**src/rtl/rkd_pkg.sv**
```systemverilog
// ----------------------------------------------------------------------------
// rkd_pkg
// shared types and constants for the rsa key derivation block
// ----------------------------------------------------------------------------
package rkd_pkg;

  // default width of the prime factors actually used
  localparam int unsigned PRIME_BITS_DEF = 32;

  // field widths of the streams
  localparam int unsigned FACTOR_W = 32;
  localparam int unsigned WORD_W   = 64;
  localparam int unsigned IN_W     = 2 * FACTOR_W + WORD_W;
  localparam int unsigned OUT_W    = 3 * WORD_W;
  localparam int unsigned SHIFT_W  = $clog2(WORD_W);

  // status codes
  localparam logic STATUS_OK  = 1'b0;
  localparam logic STATUS_BAD = 1'b1;

  // sequencer states
  typedef enum logic [3:0] {
    ST_IDLE,
    ST_MUL_N,
    ST_MUL_PHI,
    ST_CHECK,
    ST_ALIGN,
    ST_SUB,
    ST_SWAP,
    ST_REDUCE,
    ST_NEGATE,
    ST_DONE
  } rkd_state_t;

endpackage

```
**src/rtl/rsa_key_derivation_top.sv**
```systemverilog
// Sequence: accept, multiply n, multiply phi, range checks; rejected inputs go
// straight to the result, otherwise extended Euclid runs (align, one quotient bit
// per subtract step, swap), then the gcd check with reduction and, for a valid key, the sign step.
// Throughput: no new transaction is accepted until the result is loaded; the Euclid
// loop over the one shared 65-bit subtractor (shift-subtract division) sets it.
// Reset: rst_n synchronous, active low; sequencer returns to idle, output empty.
// ----------------------------------------------------------------------------
// rsa_key_derivation_top
// computes n = p*q, phi = (p-1)(q-1) and the private exponent d = e^-1 mod phi
// ----------------------------------------------------------------------------
module rsa_key_derivation_top #(
  parameter int unsigned PRIME_BITS = rkd_pkg::PRIME_BITS_DEF
) (
  input  logic                      clk,
  input  logic                      rst_n,
  // input channel
  input  logic                      in_tvalid,
  output logic                      in_tready,
  input  logic [rkd_pkg::IN_W-1:0]  in_tdata,   // prime_p, prime_q, public_exp
  // result channel
  output logic                      out_tvalid,
  input  logic                      out_tready,
  output logic [rkd_pkg::OUT_W-1:0] out_tdata,  // modulus, totient, private_exp
  output logic                      out_tuser   // status
);
  import rkd_pkg::*;

  localparam logic [FACTOR_W-1:0] PMASK =
    FACTOR_W'((64'd1 << PRIME_BITS) - 64'd1);

  rkd_state_t state_r, state_nxt;

  logic [FACTOR_W-1:0] p_r, p_nxt, q_r, q_nxt;
  logic [WORD_W-1:0]   e_r, e_nxt, n_r, n_nxt, phi_r, phi_nxt;
  logic [WORD_W-1:0]   r0_r, r0_nxt, r1_r, r1_nxt, u0_r, u0_nxt, u1_r, u1_nxt;
  logic [WORD_W-1:0]   rs_r, rs_nxt, us_r, us_nxt, d_r, d_nxt;
  logic [SHIFT_W-1:0]  k_r, k_nxt;
  logic                neg0_r, neg0_nxt, neg1_r, neg1_nxt, bad_r, bad_nxt;
  logic                out_tvalid_r, out_tvalid_nxt;
  logic [OUT_W-1:0]    out_tdata_r, out_tdata_nxt;
  logic                out_tuser_r, out_tuser_nxt;

  // shared unit operands and results
  logic [FACTOR_W-1:0] mul_a, mul_b;
  logic [WORD_W-1:0]   mul_y;
  logic [WORD_W-1:0]   sub_a;
  logic [WORD_W:0]     sub_b, sub_d;
  logic                sub_ge;
  logic [FACTOR_W-1:0] pm, qm;
  logic                in_fire, out_load, factor_bad;

  assign in_tready  = (state_r == ST_IDLE);
  assign in_fire    = in_tvalid && in_tready;
  assign out_load   = (state_r == ST_DONE) && (!out_tvalid_r || out_tready);
  assign out_tvalid = out_tvalid_r;
  assign out_tdata  = out_tdata_r;
  assign out_tuser  = out_tuser_r;

  // factors minus one, clamped at zero
  assign pm = (p_r == '0) ? '0 : p_r - FACTOR_W'(1);
  assign qm = (q_r == '0) ? '0 : q_r - FACTOR_W'(1);
  assign factor_bad = (p_r[FACTOR_W-1:1] == '0) || (q_r[FACTOR_W-1:1] == '0);

  // operand selection for the shared multiplier and subtractor
  always_comb begin
    mul_a = p_r;
    mul_b = q_r;
    sub_a = r0_r;
    sub_b = {1'b0, rs_r};
    case (state_r)
      ST_MUL_PHI: begin
        mul_a = pm;
        mul_b = qm;
      end
      ST_CHECK: begin
        sub_a = e_r;
        sub_b = {1'b0, phi_r};
      end
      ST_ALIGN: sub_b = {rs_r, 1'b0};
      ST_REDUCE: begin
        sub_a = u0_r;
        sub_b = {1'b0, phi_r};
      end
      ST_NEGATE: begin
        sub_a = phi_r;
        sub_b = {1'b0, u0_r};
      end
      default: ;
    endcase
  end

  assign mul_y  = {32'd0, mul_a} * {32'd0, mul_b};
  assign sub_d  = {1'b0, sub_a} - sub_b;
  assign sub_ge = !sub_d[WORD_W];

  // next state
  always_comb begin
    state_nxt = state_r;
    case (state_r)
      ST_IDLE:    if (in_fire) state_nxt = ST_MUL_N;
      ST_MUL_N:   state_nxt = ST_MUL_PHI;
      ST_MUL_PHI: state_nxt = ST_CHECK;
      ST_CHECK: begin
        if (factor_bad || e_r[WORD_W-1:1] == '0 || sub_ge) state_nxt = ST_DONE;
        else state_nxt = ST_ALIGN;
      end
      ST_ALIGN:   if (!sub_ge) state_nxt = ST_SUB;
      ST_SUB:     if (k_r == '0) state_nxt = ST_SWAP;
      ST_SWAP:    state_nxt = (r0_r == '0) ? ST_REDUCE : ST_ALIGN;
      ST_REDUCE:  state_nxt = (r0_r == WORD_W'(1)) ? ST_NEGATE : ST_DONE;
      ST_NEGATE:  state_nxt = ST_DONE;
      ST_DONE:    if (out_load) state_nxt = ST_IDLE;
      default:    state_nxt = ST_IDLE;
    endcase
  end

  // datapath updates
  always_comb begin
    p_nxt = p_r;   q_nxt = q_r;   e_nxt = e_r;
    n_nxt = n_r;   phi_nxt = phi_r;
    r0_nxt = r0_r; r1_nxt = r1_r; u0_nxt = u0_r; u1_nxt = u1_r;
    rs_nxt = rs_r; us_nxt = us_r; k_nxt = k_r;
    neg0_nxt = neg0_r; neg1_nxt = neg1_r; bad_nxt = bad_r; d_nxt = d_r;
    out_tdata_nxt = out_tdata_r;
    out_tuser_nxt = out_tuser_r;
    out_tvalid_nxt = out_tvalid_r && !out_tready;
    case (state_r)
      // capture the transaction, masking unused factor bits
      ST_IDLE: begin
        if (in_fire) begin
          p_nxt = in_tdata[FACTOR_W-1:0] & PMASK;
          q_nxt = in_tdata[2*FACTOR_W-1:FACTOR_W] & PMASK;
          e_nxt = in_tdata[IN_W-1:2*FACTOR_W];
        end
      end
      ST_MUL_N:   n_nxt = mul_y;
      ST_MUL_PHI: phi_nxt = mul_y;
      // range checks, then seed extended euclid
      ST_CHECK: begin
        bad_nxt  = factor_bad || (e_r[WORD_W-1:1] == '0) || sub_ge;
        d_nxt    = '0;
        r0_nxt   = phi_r;
        r1_nxt   = e_r;
        u0_nxt   = '0;
        u1_nxt   = WORD_W'(1);
        neg0_nxt = 1'b0;
        neg1_nxt = 1'b0;
        rs_nxt   = e_r;
        us_nxt   = WORD_W'(1);
        k_nxt    = '0;
      end
      // shift divisor up while twice it still fits under the remainder
      ST_ALIGN: begin
        if (sub_ge) begin
          rs_nxt = {rs_r[WORD_W-2:0], 1'b0};
          us_nxt = {us_r[WORD_W-2:0], 1'b0};
          k_nxt  = k_r + SHIFT_W'(1);
        end
      end
      // one quotient bit: r0 -= r1<<k, u0 += u1<<k
      ST_SUB: begin
        if (sub_ge) begin
          r0_nxt = sub_d[WORD_W-1:0];
          u0_nxt = u0_r + us_r;
        end
        rs_nxt = rs_r >> 1;
        us_nxt = us_r >> 1;
        if (k_r != '0) k_nxt = k_r - SHIFT_W'(1);
      end
      // rotate the remainder and coefficient pairs
      ST_SWAP: begin
        r0_nxt   = r1_r;
        r1_nxt   = r0_r;
        u0_nxt   = u1_r;
        u1_nxt   = u0_r;
        neg0_nxt = neg1_r;
        neg1_nxt = !neg1_r;
        rs_nxt   = r0_r;
        us_nxt   = u0_r;
        k_nxt    = '0;
      end
      // gcd must be one; fold the coefficient below phi
      ST_REDUCE: begin
        if (r0_r != WORD_W'(1)) bad_nxt = 1'b1;
        else if (sub_ge) u0_nxt = sub_d[WORD_W-1:0];
      end
      // apply the coefficient sign
      ST_NEGATE: begin
        d_nxt = (neg0_r && u0_r != '0) ? sub_d[WORD_W-1:0] : u0_r;
      end
      // present the result
      ST_DONE: begin
        if (out_load) begin
          out_tvalid_nxt = 1'b1;
          out_tdata_nxt  = {(bad_r ? '0 : d_r), phi_r, n_r};
          out_tuser_nxt  = bad_r ? STATUS_BAD : STATUS_OK;
        end
      end
      default: ;
    endcase
  end

  // control registers
  always_ff @(posedge clk) begin
    if (!rst_n) begin
      state_r      <= ST_IDLE;
      out_tvalid_r <= 1'b0;
    end else begin
      state_r      <= state_nxt;
      out_tvalid_r <= out_tvalid_nxt;
    end
  end

  // payload registers
  always_ff @(posedge clk) begin
    p_r <= p_nxt;   q_r <= q_nxt;   e_r <= e_nxt;
    n_r <= n_nxt;   phi_r <= phi_nxt;
    r0_r <= r0_nxt; r1_r <= r1_nxt; u0_r <= u0_nxt; u1_r <= u1_nxt;
    rs_r <= rs_nxt; us_r <= us_nxt; k_r <= k_nxt;
    neg0_r <= neg0_nxt; neg1_r <= neg1_nxt; bad_r <= bad_nxt; d_r <= d_nxt;
    out_tdata_r <= out_tdata_nxt;
    out_tuser_r <= out_tuser_nxt;
  end

  // a flagged result never carries an exponent
  a_bad_zero: assert property (@(posedge clk) disable iff (!rst_n)
    (out_tvalid && out_tuser) |-> (out_tdata[OUT_W-1:2*WORD_W] == '0))
    else $error("flagged result with nonzero private exponent");

  // a good exponent lies in 1 .. phi-1
  a_good_range: assert property (@(posedge clk) disable iff (!rst_n)
    (out_tvalid && !out_tuser) |->
      (out_tdata[OUT_W-1:2*WORD_W] != '0) &&
      (out_tdata[OUT_W-1:2*WORD_W] < out_tdata[2*WORD_W-1:WORD_W]))
    else $error("private exponent out of range");

  // a full division leaves a remainder below the divisor
  a_rem_below: assert property (@(posedge clk) disable iff (!rst_n)
    (state_r == ST_SWAP) |-> (r0_r < r1_r))
    else $error("euclid remainder not below divisor");

  // an accepted transaction starts the sequencer
  a_start: assert property (@(posedge clk) disable iff (!rst_n)
    in_fire |=> (state_r == ST_MUL_N))
    else $error("sequencer did not start on accept");

endmodule

```
**config.mk**
```make
export PLATFORM = sky130hd
export DESIGN_NAME = rsa_key_derivation_top
export DESIGN_NICKNAME = d
export VERILOG_FILES = /design/src/rtl/rkd_pkg.sv /design/src/rtl/rsa_key_derivation_top.sv
export SDC_FILE = /design/constraint.sdc
export NUM_CORES = 2
export LEC_CHECK = 0
export BUFFER_PORTS_ARGS = -buffer_cell sky130_fd_sc_hd__buf_2
export CAP_MARGIN = 20
export CORE_ASPECT_RATIO = 0.8
export CORE_MARGIN = 2
export CORE_UTILIZATION = 45
export DETAILED_ROUTE_END_ITERATION = 10
export GPL_ROUTABILITY_DRIVEN = 0
export PLACE_DENSITY_LB_ADDON = 0.08
export SYNTH_ARGS = -nofsm -noshare
export SYNTH_HDL_FRONTEND = slang
export SYNTH_SLANG_ARGS = --single-unit
```
**constraint.sdc**
```tcl
create_clock -name clk -period 42.8 [get_ports clk]
set_input_delay 4.28 -clock clk [delete_from_list [all_inputs] [get_ports clk]]
set_output_delay 4.28 -clock clk [all_outputs]
set_load 0.01 [all_outputs]
```
Yosys cells after proc, flatten, opt, wreduce, memory -nomap -nowiden --
Index checks and enable logic that the tools add are counted.
Storage, ports and cells: register bits after elaboration 911, bits of input ports 132, output and inout bits 195, logic and storage cells 125
Operators by class: add/sub/neg operators 6, multiply operators 1, equal/unequal tests 21, multiplexer cells 37, reductions and logical operators 39
Operator list (count):
- case mux 64 bit (4 select lines) | 3
- 2-to-1 mux 64 bit | 6
- case mux 64 bit (2 select lines) | 3
- case mux 64 bit (3 select lines) | 2
- case mux 65 bit (3 select lines) | 1
- 2-to-1 mux 32 bit | 4
- subtractor 64 x 65 -> 65 bit | 1
- adder 64 bit | 1
- == test 64 x 1 -> 1 bit (second input constant) | 1
- zero test 32 bit | 2
- zero test 64 bit | 1
- multiplier 32 x 32 -> 64 bit | 1
- inequality test 64 x 1 -> 1 bit (second input constant) | 1
- nonzero test 64 bit | 1
- subtractor 32 x 1 -> 32 bit (second input constant) | 2
- zero test 63 bit | 1
- zero test 31 bit | 2
- case mux 4 bit (10 select lines) | 1
- 2-to-1 mux 4 bit | 5
- inequality test 2 bit (second input constant) | 9
- case mux 6 bit (3 select lines) | 1
- == test 4 x 3 -> 1 bit (second input constant) | 4
- 2-to-1 mux 6 bit | 2
- AND reduction 2 bit | 5
- 21 further kinds | 44

Longest topological paths before layout --
word-level depth 8, depth in mapped cells 42, gate-level depth less buffers 40

Worst setup path after synthesis --
OpenSTA, ideal clock, no wires.
path kind reg-to-reg, from register state_r[2], to register rs_r[0] (enable), arrival time 13.490 ns, required time 41.981 ns, slack 28.491 ns, cell stages (with the launch flop) 20, period minus slack after synthesis 14.309 ns, cell sequence dfxtp_1 > clkbuf_1 > nor3_1 > and2_1 > clkbuf_1 > clkbuf_1 > clkbuf_1 > a221oi_1 > ha_1 > fa_1 > nor2b_1 > o31ai_1 > a311o_1 > a21oi_1 > o21ai_1 > o31ai_2 > nand2_1 > a31oi_1 > xor2_1 > a221oi_1
Between the ends: cells in the longest elaborated chain, start to end 6
RTL lines:
- from (decl) | line rsa_key_derivation_top.sv:31 | rkd_state_t state_r, state_nxt;
- from (signal assigned) | line rsa_key_derivation_top.sv:209 | state_r <= state_nxt;
- == test 4 x 3 -> 1 bit or == test 4 x 2 -> 1 bit (tied branches) | line rsa_key_derivation_top.sv:70, rsa_key_derivation_top.sv:127
- OR reduction 2 bit (no source line)
- case mux 65 bit (3 select lines) | line rsa_key_derivation_top.sv:70 | case (state_r)
- subtractor 64 x 65 -> 65 bit | line rsa_key_derivation_top.sv:93 | assign sub_d = {1'b0, sub_a} - sub_b;
- inequality test 2 bit (no source line)
- AND reduction 2 bit (no source line) (*)
- to (signal assigned) | line rsa_key_derivation_top.sv:219 | rs_r <= rs_nxt; us_r <= us_nxt; k_r <= k_nxt;
- to (decl) | line rsa_key_derivation_top.sv:36 | logic [WORD_W-1:0] rs_r, rs_nxt, us_r, us_nxt, d_r, d_nxt;
Every way passes the cells marked *; elsewhere a longest branch is shown, timed or not. A chain may end at the register's enable or synchronous reset.

Worst setup path after layout --
from register state_r[3], to register n_r[62], data pin
Between the ends: cells in the longest elaborated chain, start to end 3
RTL lines:
- == test 4 x 2 -> 1 bit (*) | line rsa_key_derivation_top.sv:70
- 2-to-1 mux 32 bit | line rsa_key_derivation_top.sv:70
- multiplier 32 x 32 -> 64 bit (*) | line rsa_key_derivation_top.sv:92 | assign mul_y = {32'd0, mul_a} * {32'd0, mul_b};
- named net mul_y[62] | line rsa_key_derivation_top.sv:45 | logic [WORD_W-1:0] mul_y;
- to (signal assigned) | line rsa_key_derivation_top.sv:217 | n_r <= n_nxt; phi_r <= phi_nxt;
- to (decl) | line rsa_key_derivation_top.sv:34 | logic [WORD_W-1:0] e_r, e_nxt, n_r, n_nxt, phi_r, phi_nxt;
The timed path passes the listed nets; every way through them passes the cells marked *.

==> results.sh <==
export IMPL_die_w_um=472.8
export IMPL_rsz0062_at_grt="no"
export IMPL_avgSynthCellArea_um2=10.14
export IMPL_grt_pass1_vias=61190
export IMPL_slew_headroom_pct=2.475
export IMPL_vias=61950
export IMPL_cp_start_kind="flip-flop"
export IMPL_crit_type="reg2reg"
export IMPL_numCtsBuffers=95
export IMPL_grt_usage_pct=32.05
export IMPL_maxSlewViolCount=0
export IMPL_hp_class="reg2reg"
export IMPL_finalCritPeriodShare_pct=30.52
export IMPL_yosysTopAreaCellShare_pct=34.39
export IMPL_setup_ws_ps=29740
export IMPL_violations="DRC"
export IMPL_ys_ff_latch=911
export IMPL_synth_area_um2=79120
export IMPL_ys_warn_count=0
export IMPL_slowest_stage="nor2_4"
export IMPL_synthToLayoutAreaGrowth_pct=8.451
export IMPL_root_buffer="clkbuf_16"
export IMPL_wl_per_cell_um=28.31
export IMPL_synthesis_nets=9230
export IMPL_use_met3_pct=6.137
export IMPL_cts_setup_buffers=0
export IMPL_grt_use_met2_pct=51.03
export IMPL_viasPerCell=6.032
export IMPL_fin_area_um2=85800
export IMPL_firstDrtPassIters=11
export IMPL_cts_sinks=911
export IMPL_worst_pin_slew_ps=1463
export IMPL_busiest_layer="met2"
export IMPL_grt_use_met1_pct=42.68
export IMPL_synth_area_leaders="edfxtp_1 (34%), fa_1 (23%), ha_1 (6.3%), nand2_1 (5.3%), inv_1 (4.7%)"
export IMPL_maxCapViolations=0
export IMPL_clk_pin_slew_worst_paths_ps=70
export IMPL_async_reset_ff_share_pct=0
export IMPL_grt_start_max_net_pins=196
export IMPL_port_buffers=326
export IMPL_ys_types=85
export IMPL_cts_tree="yes"
export IMPL_yosysSeqAreaShare_pct=34.51
export IMPL_finalNetCount=9319
export IMPL_worstSetupEndpointType="flip-flop"
export IMPL_ant_nets=0
export IMPL_core_um2=174500
export IMPL_cts_repair_resized=0
export IMPL_final_common_cell="nand2_1"
export IMPL_cts_buffer_depth=3
export IMPL_drive_above_1_share_pct=8.570
export IMPL_cts_hold_buf=0
export IMPL_mostFrequentLayoutCells="nand2_1 (1103), inv_1 (989), edfxtp_1 (906)"
export IMPL_overflow=0
export IMPL_drt_iter0_drc=7728
export IMPL_hold_viol=0
export IMPL_clock_skew_ps=61.93
export IMPL_synth_edf_count=906
export IMPL_dpl_cell_area_um2=82660
export IMPL_post_place_ws_ps=29960
export IMPL_crit_required_ps=43360
export IMPL_fin_crit_ps=13060
export IMPL_dp_hpwl_um=218000
export IMPL_htreeDepth=3
export IMPL_wirelength_um=290700
export IMPL_rows=137
export IMPL_synth_top_flop_cell="edfxtp_1"
export IMPL_critPathMostFrequentCell="fa_1"
export IMPL_cp_arrival_ps=13630
export IMPL_insertion_delay_ps=770
export IMPL_grt_pass1_wl_um=419200
export IMPL_fmax_mhz=76.55
export IMPL_netlist_instances=7803
export IMPL_status="finished, violations left"
export IMPL_die_y_um=379.0
export IMPL_die_area_um2=179200
export IMPL_top_level_ports=327
export IMPL_antenna_found_initial=9
export IMPL_fin_tns_setup_ps=0
export IMPL_initial_core_util_pct=45.34
export IMPL_drc=1
export IMPL_yosysTopAreaCell="edfxtp_1"
export IMPL_cp_max_fo=67
export IMPL_utilization_pct=49.17
export IMPL_setup_viol=0
export IMPL_slowest_delay_ps=940
==> sequential cells by signal (all words and copies together), names as in the netlist <==
signal	count
d_r	64
q_r	32
r0_r	64
rs_r	64
phi_r	64
n_r	64
u1_r	64
state_r	4
out_tvalid	1
u0_r	64
out_tuser	1
k_r	6
e_r	64
r1_r	64
neg1_r	1
p_r	32
bad_r	1
neg0_r	1
us_r	64
out_tdata	192
==> cells by family (layout without fill, tap and decap cells) <==
group | count (synthesis) | count (layout) | synth area share [%]
XOR/XNOR | 231 | 231 | 2.557
AND/OR/NAND/NOR | 2571 | 2571 | 14.15
AO/OA/AOI/OAI | 1259 | 1259 | 11.29
buffers and inverters | 1443 | 1610 | 7.308
other | 0 | 7 | 0
adder cells (fa/ha/maj) | 1295 | 1295 | 29.01
flip-flops | 911 | 911 | 34.51
multiplexers | 93 | 93 | 1.178
==> synthesized netlist by cell type, types with 123 or more instances <==
master	n
a21o_1	139
a21oi_1	247
a221o_1	139
a22oi_1	127
clkbuf_1	280
edfxtp_1	906
fa_1	899
ha_1	396
inv_1	990
nand2_1	1108
nand3_1	123
nor2_1	791
o21ai_0	237
xnor2_1	129
==> through the flow <==
step	hold WS [ps]	cells
after global routing	423.1	10260
final	414.5	10270
after CTS	418.1	10260
after floorplan	400.3	7803
after global placement	403.0	10080
after detailed placement	404.5	10080
==> area by class of cell <==
type | instances | area [µm²]
fill | 16100 | 88700
multi-input combinational | 5449 | 46250
sequential | 911 | 27310
inverter | 993 | 3734
tap | 2293 | 2869
clock buffer | 121 | 2549
timing repair buffer | 442 | 2549
clock inverter | 54 | 521.8
antenna | 7 | 17.52
==> per-layer routing <==
| metal | wire length [µm] | up-vias |
|---|---|---|
| met5 | 53 | - |
| met3 | 27310 | 574 |
| met4 | 14960 | 8 |
| li1 | - | 26620 |
| met2 | 133000 | 3324 |
| met1 | 115300 | 31430 |
==> critical path, delay by kind of cell, from the launching register on <==
| family | cells | cell delay [ps] |
|---|---|---|
| AO/OA/AOI/OAI | 3 | 1280 |
| XOR/XNOR | 2 | 470 |
| adder cells (fa/ha/maj) | 9 | 4200 |
| buffers and inverters | 6 | 1350 |
| flip-flops | 1 | 620 |
| AND/OR/NAND/NOR | 16 | 4940 |
==> final timing paths <==
check / startpoint / endpoint / slack, ps / depth (start not counted)
worst max register to register: state_r[3] / n_r[62] / 29740 / 36
worst max-delay path: state_r[3] / n_r[62] / 29740 / 36
worst min register to register: n_r[27] / out_tdata[27] / 410 / 0
worst min-delay path: n_r[27] / out_tdata[27] / 410 / 0
Power is left out: the tool's default activity adds up to more than one toggle a clock period on the data nets, which glitch-free logic cannot reach.
